==> config.mk <==
export PLATFORM = sky130hd
export DESIGN_NAME = uida_row
export DESIGN_NICKNAME = d
export VERILOG_FILES = /design/src/rtl/core/uida_pkg.sv /design/src/rtl/core/uida_cell.sv /design/src/rtl/core/uida_row.sv
export SDC_FILE = /design/constraint.sdc
export NUM_CORES = 2
export LEC_CHECK = 0
export ABC_CLOCK_PERIOD_IN_PS = 14600
export BUFFER_PORTS_ARGS = -buffer_cell sky130_fd_sc_hd__buf_4
export CELL_PAD_IN_SITES_DETAIL_PLACEMENT = 1
export CELL_PAD_IN_SITES_GLOBAL_PLACEMENT = 1
export CORE_MARGIN = 1.5
export CORE_UTILIZATION = 56
export CTS_CLUSTER_DIAMETER = 100
export DETAILED_ROUTE_END_ITERATION = 12
export GPL_TIMING_DRIVEN = 1
export PLACE_DENSITY = 0.84
export SLEW_MARGIN = 20
export SYNTH_ARGS = -nofsm -noshare
export SYNTH_HDL_FRONTEND = slang
export SYNTH_HIERARCHICAL = 1
export SYNTH_SLANG_ARGS = --single-unit
==> constraint.sdc <==
create_clock -name clk -period 14.6 [get_ports clk]
set_input_delay 4.38 -clock clk [delete_from_list [all_inputs] [get_ports clk]]
set_output_delay 4.38 -clock clk [all_outputs]
set_load 0.005 [all_outputs]
==> src/rtl/core/uida_pkg.sv <==
// Shared types and codes for the unique ID allocator.
`timescale 1ns / 1ps
package uida_pkg;

	typedef enum logic [1:0] {
		REQ_ALLOC   = 2'd0,
		REQ_RESERVE = 2'd1,
		REQ_RELEASE = 2'd2,
		REQ_CLEAR   = 2'd3
	} req_t;

	typedef enum logic [2:0] {
		ROW_HOLD,
		ROW_REMOVE,
		ROW_APPEND,
		ROW_ROTATE,
		ROW_CLEAR
	} row_op_t;

	typedef enum logic [1:0] {
		CELL_HOLD,
		CELL_RIGHT,
		CELL_WRAP,
		CELL_KEY
	} cell_sel_t;

	typedef enum logic [2:0] {
		ST_IDLE,
		ST_ALLOC_POP,
		ST_ALLOC_SCAN,
		ST_RESERVE,
		ST_RELEASE,
		ST_REL_SWEEP,
		ST_REL_FIN
	} state_t;

	localparam int unsigned OUT_ID_W   = 16;
	localparam int unsigned OUT_WIDE_W = 17;

endpackage

==> src/rtl/core/uida_cell.sv <==
// One list cell: a stored ID that loads from its neighbor, the wrap tap or the key.
`timescale 1ns / 1ps
module uida_cell #(
	parameter int unsigned W = 16
) (
	input  logic                clk,
	input  uida_pkg::cell_sel_t sel,
	input  logic [W-1:0]        right,
	input  logic [W-1:0]        wrap,
	input  logic [W-1:0]        key,
	output logic [W-1:0]        value,
	output logic                match
);

	logic [W-1:0] value_q;

	always_ff @(posedge clk) begin
		case (sel)
			uida_pkg::CELL_RIGHT: value_q <= right;
			uida_pkg::CELL_WRAP:  value_q <= wrap;
			uida_pkg::CELL_KEY:   value_q <= key;
			default:              value_q <= value_q;
		endcase
	end

	assign value = value_q;
	assign match = (value_q == key);

endmodule

==> src/rtl/core/uida_row.sv <==
// Ordered row of ID cells with fill count, search, remove, append, rotate and clear.
`timescale 1ns / 1ps
module uida_row #(
	parameter int unsigned DEPTH = 64,
	parameter int unsigned W     = 16,
	localparam int unsigned CW   = $clog2(DEPTH + 1),
	localparam int unsigned PW   = $clog2(DEPTH)
) (
	input  logic              clk,
	input  logic              arst_n,
	input  uida_pkg::row_op_t op,
	input  logic [PW-1:0]     pos,
	input  logic [W-1:0]      key,
	output logic              hit,
	output logic [PW-1:0]     hit_pos,
	output logic [W-1:0]      head,
	output logic [CW-1:0]     count,
	output logic              full
);

	logic [CW-1:0]          count_q;
	logic [W-1:0]           val [DEPTH];
	logic [DEPTH-1:0]       match;
	logic [DEPTH-1:0]       hits;
	uida_pkg::cell_sel_t    sel [DEPTH];
	logic [CW-1:0]          last;

	assign last = count_q - CW'(1);

	for (genvar i = 0; i < DEPTH; i++) begin : g_cell
		logic [W-1:0] right_v;
		if (i == DEPTH - 1) begin : g_end
			assign right_v = val[i];
		end else begin : g_mid
			assign right_v = val[i+1];
		end

		always_comb begin
			sel[i] = uida_pkg::CELL_HOLD;
			case (op)
				uida_pkg::ROW_REMOVE: begin
					if (CW'(i) >= CW'(pos) && CW'(i) < last && count_q != '0)
						sel[i] = uida_pkg::CELL_RIGHT;
				end
				uida_pkg::ROW_APPEND: begin
					if (CW'(i) == count_q)
						sel[i] = uida_pkg::CELL_KEY;
				end
				uida_pkg::ROW_ROTATE: begin
					if (count_q != '0) begin
						if (CW'(i) < last)
							sel[i] = uida_pkg::CELL_RIGHT;
						else if (CW'(i) == last)
							sel[i] = uida_pkg::CELL_WRAP;
					end
				end
				default: sel[i] = uida_pkg::CELL_HOLD;
			endcase
		end

		uida_cell #(.W(W)) u_cell (
			.clk   (clk),
			.sel   (sel[i]),
			.right (right_v),
			.wrap  (val[0]),
			.key   (key),
			.value (val[i]),
			.match (match[i])
		);

		assign hits[i] = match[i] && (CW'(i) < count_q);
	end

	always_comb begin
		hit_pos = '0;
		for (int j = DEPTH - 1; j >= 0; j--) begin
			if (hits[j])
				hit_pos = PW'(j);
		end
	end

	always_ff @(posedge clk or negedge arst_n) begin
		if (!arst_n) begin
			count_q <= '0;
		end else begin
			case (op)
				uida_pkg::ROW_REMOVE: if (count_q != '0) count_q <= last;
				uida_pkg::ROW_APPEND: if (count_q != CW'(DEPTH)) count_q <= count_q + CW'(1);
				uida_pkg::ROW_CLEAR:  count_q <= '0;
				default:              count_q <= count_q;
			endcase
		end
	end

	assign hit   = |hits;
	assign head  = val[0];
	assign count = count_q;
	assign full  = (count_q == CW'(DEPTH));

endmodule

== Word level (Yosys, flattened, before mapping) ==
Cells that the tools add are included.
W data, S select, Z words.
Word-level totals
  word-level logic and storage cells: 1422
  bits of input ports: 27
  bits in registers: 1031
  output and inout bits: 31
Operators by class
  magnitude comparators: 191
  reduce and logical (&&, ||, !) cells: 261
  add/sub/neg operators: 2
  equal/unequal tests: 388
  multiplexer cells: 515
Operator list (count)
  $pmux W16 S3: 62
  $eq A16 B16 Y1: 64
  $mux W2: 256
  $eq A6 B7 Y1 const A: 64
  $lt A6 B7 Y1 const A: 64
  $mux W6: 64
  $pmux W2 S3: 64
  $eq A2 B2 Y1 const B: 127
  $eq A5 B7 Y1 const A: 32
  $lt A5 B7 Y1 const A: 32
  $logic_and A1 B1 Y1: 191
  $reduce_bool A3 Y1: 63
  $ge A6 B6 Y1 const A: 31
  $eq A2 B1 Y1 const B: 63
  $eq A4 B7 Y1 const A: 16
  $lt A4 B7 Y1 const A: 16
  $ge A5 B6 Y1 const A: 16
  $mux W1: 64
  $pmux W16 S2: 2
  $reduce_or A64 Y1: 1
  $eq A3 B7 Y1 const A: 8
  $lt A3 B7 Y1 const A: 8
  $ge A4 B6 Y1 const A: 8
  $eq A2 B7 Y1 const A: 4
  20 further kinds: 37

== Longest topological paths before layout ==
  depth after elaboration: 66
  depth in mapped cells: 17
  gate-level depth less buffers: 12

== Cells and area by module ==
The synthesis kept the hierarchy.
By module, submodules not included
  uida_cell: area an instance 1011.0 um^2, sequential area each 480.5 um^2, instances 64, cells each 92
  uida_row: area an instance 5271.3 um^2, sequential area each 175.2 um^2, instances 1, cells each 936

== Worst setup path after synthesis ==
No wires, ideal clock.
  kind: input-to-output
  start point: input port key[5]
  end point: output port hit_pos[2]
  path buffers: 0
  data arrival time: 6505 ps
  setup slack: 3715 ps
  stages on the path: 11
  required time: 10220 ps
  cells stage by stage: xnor2_1 nand4_1 nor4_1 o21ai_0 a21boi_0 o21ai_0 a311oi_1 o211ai_1 a211oi_1 o21ai_0 a21oi_1
On the way
  elaborated cells on any way between the ends: 192
  classes of those cells: eq/ne: 64; mux: 64; reduce/logical: 64
RTL lines
  from (decl): RTL line uida_row.sv:13  | input logic [W-1:0] key,
  $eq A16 B16 Y1: RTL line uida_cell.sv:27  | assign match = (value_q == key);
  named net match[60]: RTL line uida_row.sv:23  | logic [DEPTH-1:0] match;
  $logic_and A1 B1 Y1: RTL line uida_row.sv:71  | assign hits[i] = match[i] && (CW'(i) < count_q);
  $mux W6 (61 in series): RTL line uida_row.sv:77  | if (hits[j])
  to (decl): RTL line uida_row.sv:15  | output logic [PW-1:0] hit_pos,
The timed path passes the listed nets, and every way through them passes these cells.

== Final worst setup path ==
  start point: input port key[2]
  end point: output port hit_pos[1]
On the way
  elaborated cells on any way between the ends: 192
  classes of those cells: eq/ne: 64; mux: 64; reduce/logical: 64
RTL lines (RTL line)
  $eq A16 B16 Y1: uida_cell.sv:27
  named net match[54]: uida_row.sv:23
  $logic_and A1 B1 Y1: uida_row.sv:71
  $mux W6 (55 in series): uida_row.sv:77
The timed path passes the listed nets, and every way through them passes these cells.

==> report_table.html <==
<table>
<tr><th>Metric</th><th>Value</th></tr>
<tr><th colspan="2">Yosys</th></tr>
<tr><td>Count leader, synth</td><td>sky130_fd_sc_hd__a21oi_1</td></tr>
<tr><td>Synth top area share</td><td>43.94%</td></tr>
<tr><td>Largest cells by area after synthesis</td><td>sky130_fd_sc_hd__edfxtp_1, sky130_fd_sc_hd__mux2i_1, sky130_fd_sc_hd__xnor2_1</td></tr>
<tr><td>Synthesized Nets</td><td>6,859</td></tr>
<tr><td>Post-synthesis area per instance</td><td>10.25 µm²</td></tr>
<tr><td>Number of enable-type register cells in the synthesized netlist</td><td>1,024</td></tr>
<tr><td>Dominant cell type by area after synthesis</td><td>sky130_fd_sc_hd__edfxtp_1</td></tr>
<tr><td>Flip-flop cell with the highest count after synthesis</td><td>sky130_fd_sc_hd__edfxtp_1</td></tr>
<tr><td>Most instantiated cells after synthesis</td><td>sky130_fd_sc_hd__a21oi_1, sky130_fd_sc_hd__nor2_1, sky130_fd_sc_hd__xnor2_1</td></tr>
<tr><td>Synthesized flop and latch total</td><td>1,031</td></tr>
<tr><td>Post-synth cell types</td><td>about 80</td></tr>
<tr><td>Number of standard cells after synthesis</td><td>a little under 7,000</td></tr>
<tr><td>Ys async rst share</td><td>0.6790%</td></tr>
<tr><td>Count of warnings emitted by yosys</td><td>6</td></tr>
<tr><td>Sequential cell area fraction in the yosys report</td><td>44.19%</td></tr>
<tr><td>Synthesized area</td><td>69,970 µm²</td></tr>
<tr><th colspan="2">Placement</th></tr>
<tr><td>PortBufs</td><td>57</td></tr>
<tr><td>GP Congestion</td><td>between 1 and 1.5</td></tr>
<tr><td>HPWL reported at the end of detailed placement</td><td>~170 mm</td></tr>
<tr><th colspan="2">Detailed routing</th></tr>
<tr><td>Routed length per instance</td><td>30.59 µm</td></tr>
<tr><td>DRC marker count from the first detailed-route iteration</td><td>6,189</td></tr>
<tr><td>Residual DRC count</td><td>20</td></tr>
<tr><td>Routed wire length</td><td>between 200 and 300 mm</td></tr>
<tr><td>Via count normalized by instance count</td><td>6.741</td></tr>
<tr><td>Post-route ant nets</td><td>0</td></tr>
<tr><td>Vias</td><td>57,480</td></tr>
<tr><td>TritonRoute pass-1 iters</td><td>10</td></tr>
<tr><th colspan="2">STA</th></tr>
<tr><td>Fin. max-slew vios</td><td>0</td></tr>
<tr><td>Final worst clock skew</td><td>0.03878 ns</td></tr>
<tr><td>Ratio of final minimum period to clock period</td><td>94.85%</td></tr>
<tr><td>Final setup fails</td><td>0</td></tr>
<tr><td>Transition time of the tightest slew-check pin</td><td>1.325 ns</td></tr>
<tr><td>Relative max-transition margin</td><td>11.33%</td></tr>
<tr><td>Aggregate negative setup slack</td><td>0 ns</td></tr>
<tr><td>Setup repair after global routing missed its margin</td><td>false</td></tr>
<tr><td>Hold Vio Cnt, Final</td><td>0</td></tr>
<tr><td>Minimum clock period</td><td>13.85 ns</td></tr>
<tr><td>Highest clock frequency the design can meet</td><td>72.21 MHz</td></tr>
<tr><th colspan="2">Worst setup path</th></tr>
<tr><td>Largest stage delay on the critical path</td><td>a little over 0.8 ns</td></tr>
<tr><td>Top cell by count, worst path</td><td>sky130_fd_sc_hd__buf_4</td></tr>
<tr><td>CP Capture Type</td><td>output pin</td></tr>
<tr><td>Max stage delay cell, worst path</td><td>sky130_fd_sc_hd__a2111oi_1</td></tr>
<tr><td>Critical Path Source Type</td><td>input pin</td></tr>
<tr><td>Sequence of cells on the critical path</td><td>buf_6, buf_4, xnor2_1, nand4_1, nor4_1, o22ai_1, a21oi_1, nor3_1, a211oi_1, o21bai_1, a2111oi_1, buf_4, o21ai_0, a21oi_1, buf_4</td></tr>
<tr><td>Worst path required time</td><td>10.22 ns</td></tr>
<tr><td>Maximum fanout along the worst path</td><td>44</td></tr>
<tr><td>Crit Path Class</td><td>input pin to output pin</td></tr>
<tr><td>Data arrival, critical path</td><td>roughly 9.5 ns</td></tr>
<tr><th colspan="2">Clock network</th></tr>
<tr><td>Clock sinks</td><td>1,031</td></tr>
<tr><td>Clock insertion delay at the later pin of the skew report</td><td>0.77 ns</td></tr>
<tr><td>CTS Buffer Depth</td><td>3</td></tr>
<tr><td>H-tree levels</td><td>3</td></tr>
<tr><td>Clock tree root buffer cell</td><td>sky130_fd_sc_hd__clkbuf_16</td></tr>
<tr><td>TritonCTS clock tree</td><td>done</td></tr>
<tr><td>Post-CTS Hold Fix Bufs</td><td>0</td></tr>
<tr><td>Inserted Clock Buffers</td><td>116</td></tr>
<tr><td>Post-cts sizing count</td><td>0</td></tr>
<tr><td>Number of setup buffers added after CTS</td><td>0</td></tr>
<tr><td>Clock edge transition at the registers on the reported setup and hold paths</td><td>0.06 ns</td></tr>
<tr><th colspan="2">Power and ir drop</th></tr>
<tr><td>Max IR drop VDD</td><td>around 150 µV</td></tr>
<tr><td>Leakage power figure</td><td>0.02311 µW</td></tr>
<tr><td>Pwr per Cell Area</td><td>between 150 and 200 nW/µm²</td></tr>
<tr><th colspan="2">Cells and area</th></tr>
<tr><td>Total of fill cells in the finished design</td><td>13,300</td></tr>
<tr><td>Final core utilization</td><td>60.98%</td></tr>
<tr><td>Share of cells above drive strength 1</td><td>10.21%</td></tr>
<tr><td>Final net count</td><td>between 6,000 and 7,000</td></tr>
<tr><td>Area delta synth-&gt;final</td><td>7.891%</td></tr>
<tr><th colspan="2">Floorplanning</th></tr>
<tr><td>Total die area</td><td>~130,000 µm²</td></tr>
<tr><td>Row count</td><td>approximately 130</td></tr>
<tr><td>Starting density of the core</td><td>about 57%</td></tr>
<tr><td>Ports</td><td>58</td></tr>
<tr><td>DIE WIDTH</td><td>356.5 µm</td></tr>
<tr><td>Die height</td><td>356.5 µm</td></tr>
<tr><td>Core Area</td><td>about 120,000 µm²</td></tr>
<tr><th colspan="2">Global route</th></tr>
<tr><td>Remaining global-route overflow</td><td>0</td></tr>
<tr><td>Maximum number of pins on one net before global-route repair</td><td>66</td></tr>
<tr><td>First-pass GRT wire length</td><td>slightly below 400 mm</td></tr>
<tr><td>Initial antenna violation count</td><td>10</td></tr>
<tr><td>Global router's overall resource usage</td><td>40.16%</td></tr>
<tr><td>Number of global-route vias before repair</td><td>roughly 60,000</td></tr>
<tr><th colspan="2">Run status</th></tr>
<tr><td>Violations in the final reports</td><td>DRC</td></tr>
<tr><td>Status</td><td>complete, but fails checks</td></tr>
<tr><th colspan="2">Hold path</th></tr>
<tr><td>Min-Delay Path Class</td><td>flip-flop to flip-flop</td></tr>
<tr><th colspan="2">Job</th></tr>
<tr><td>Total of max-cap violations</td><td>0</td></tr>
</table>
[layout make-up]
cell class	instances	area, µm²	share of cell area (%)
Timing Repair Buffer	315	2628	3.480
Clock inverter	71	500.5	0.6629
Tap cell	1637	2048	2.713
Antenna cell	4	10.01	0.01326
Multi-Input combinational cell	5309	36250	48.01
Sequential cell	1031	30930	40.97
Inverter	16	60.06	0.07955
Clock buffer	144	3072	4.069
[cells in the final DEF, fill, tap and decap left out, types with 18 or more instances in the layout]
master                      netlist  layout
sky130_fd_sc_hd__clkinv_1         0      29
sky130_fd_sc_hd__buf_4           64     281
sky130_fd_sc_hd__buf_6           67      18
sky130_fd_sc_hd__clkbuf_16        0     119
sky130_fd_sc_hd__o21ai_2          0      54
sky130_fd_sc_hd__xnor2_1       1027    1027
sky130_fd_sc_hd__o21ai_0        148      92
sky130_fd_sc_hd__clkinv_2         0      24
sky130_fd_sc_hd__clkbuf_1       123      25
sky130_fd_sc_hd__mux2i_1       1024    1024
sky130_fd_sc_hd__nor3_1          27      26
sky130_fd_sc_hd__nand3_1         43      43
sky130_fd_sc_hd__o22ai_2          0      42
sky130_fd_sc_hd__a21oi_1       1130    1130
sky130_fd_sc_hd__nor4_1          73      58
sky130_fd_sc_hd__nor2_1        1110    1107
sky130_fd_sc_hd__edfxtp_1      1024    1024
sky130_fd_sc_hd__nand2_1        103     103
sky130_fd_sc_hd__nand4_1        271     271
sky130_fd_sc_hd__or2_2           70      70
[power breakdown]
group          total (µW)  internal [µW]  switching [µW]
clock network        2850           1570            1280
registers            4680           4170             504
logic                4560           1570            2990
total               12100           7320            4770
[flip-flops by register name, summed over array words and instances (netlist names)]
| register | flops |
|---|---|
| g_cell.u_cell/value | 1024 |
| count | 7 |
[path summary, 6_finish.rpt]
| kind | from | endpoint | slack [ns] | cells after the start |
|---|---|---|---|---|
| setup / recovery | key[2] | hit_pos[1] | 0.75 | 15 |
| hold / removal | g_cell[52].u_cell/value[13] | g_cell[51].u_cell/value[13] | 0.61 | 2 |
| setup reg to reg | count[1] | g_cell[42].u_cell/value[13] | 8.39 | 13 |
| hold reg to reg | g_cell[52].u_cell/value[13] | g_cell[51].u_cell/value[13] | 0.61 | 2 |
| max in group asynchronous | arst_n | count[3] | 10.98 | 1 |
| min in group asynchronous | arst_n | count[4] | 3.45 | 1 |
[critical path, delay by kind of cell]
kind,cells,cell delay [ns]
AOI/OAI and AO/OA,7,2.51
buffers and inverters,4,1.29
xor gates and xnor gates,1,0.18
and+or+nand+nor,3,1.02
[layer usage]
metal	track usage, %	routed length, µm	part of all wire (%)	up-vias
met1	51.36	102600	39	29130
met3	9.427	24510	9.4	700
met5	0	90	0.035	-
li1	-	-	-	24790
met2	65.27	122100	47	2845
met4	16.94	11550	4.4	14
[kinds of logic after synthesis]
kind of cell	after synthesis	synth area share, %
muxes	1024	14.65
xor gates and xnor gates	1032	12.93
and+or+nand+nor	1779	11.52
buffers and inverters	484	5.400
DFF	1031	44.19
AOI/OAI and AO/OA	1465	11.15
adders and majority gates	9	0.1574
[metrics by stage]
stage	hold slack, ns	setup slack [ns]	instances	power, µW	instance area (µm²)
final	0.6099	0.7516	8527	12090	75490
after floorplan	0.5897	3.715	6824	7658	69970
after global routing	0.6486	0.7914	8523	12470	75480
after global placement	0.5995	1.094	8306	8836	71780
after detailed placement	0.6120	1.078	8306	9058	71840
after CTS	0.6156	1.057	8521	11970	75410
(Power assumes the default switching activity.)
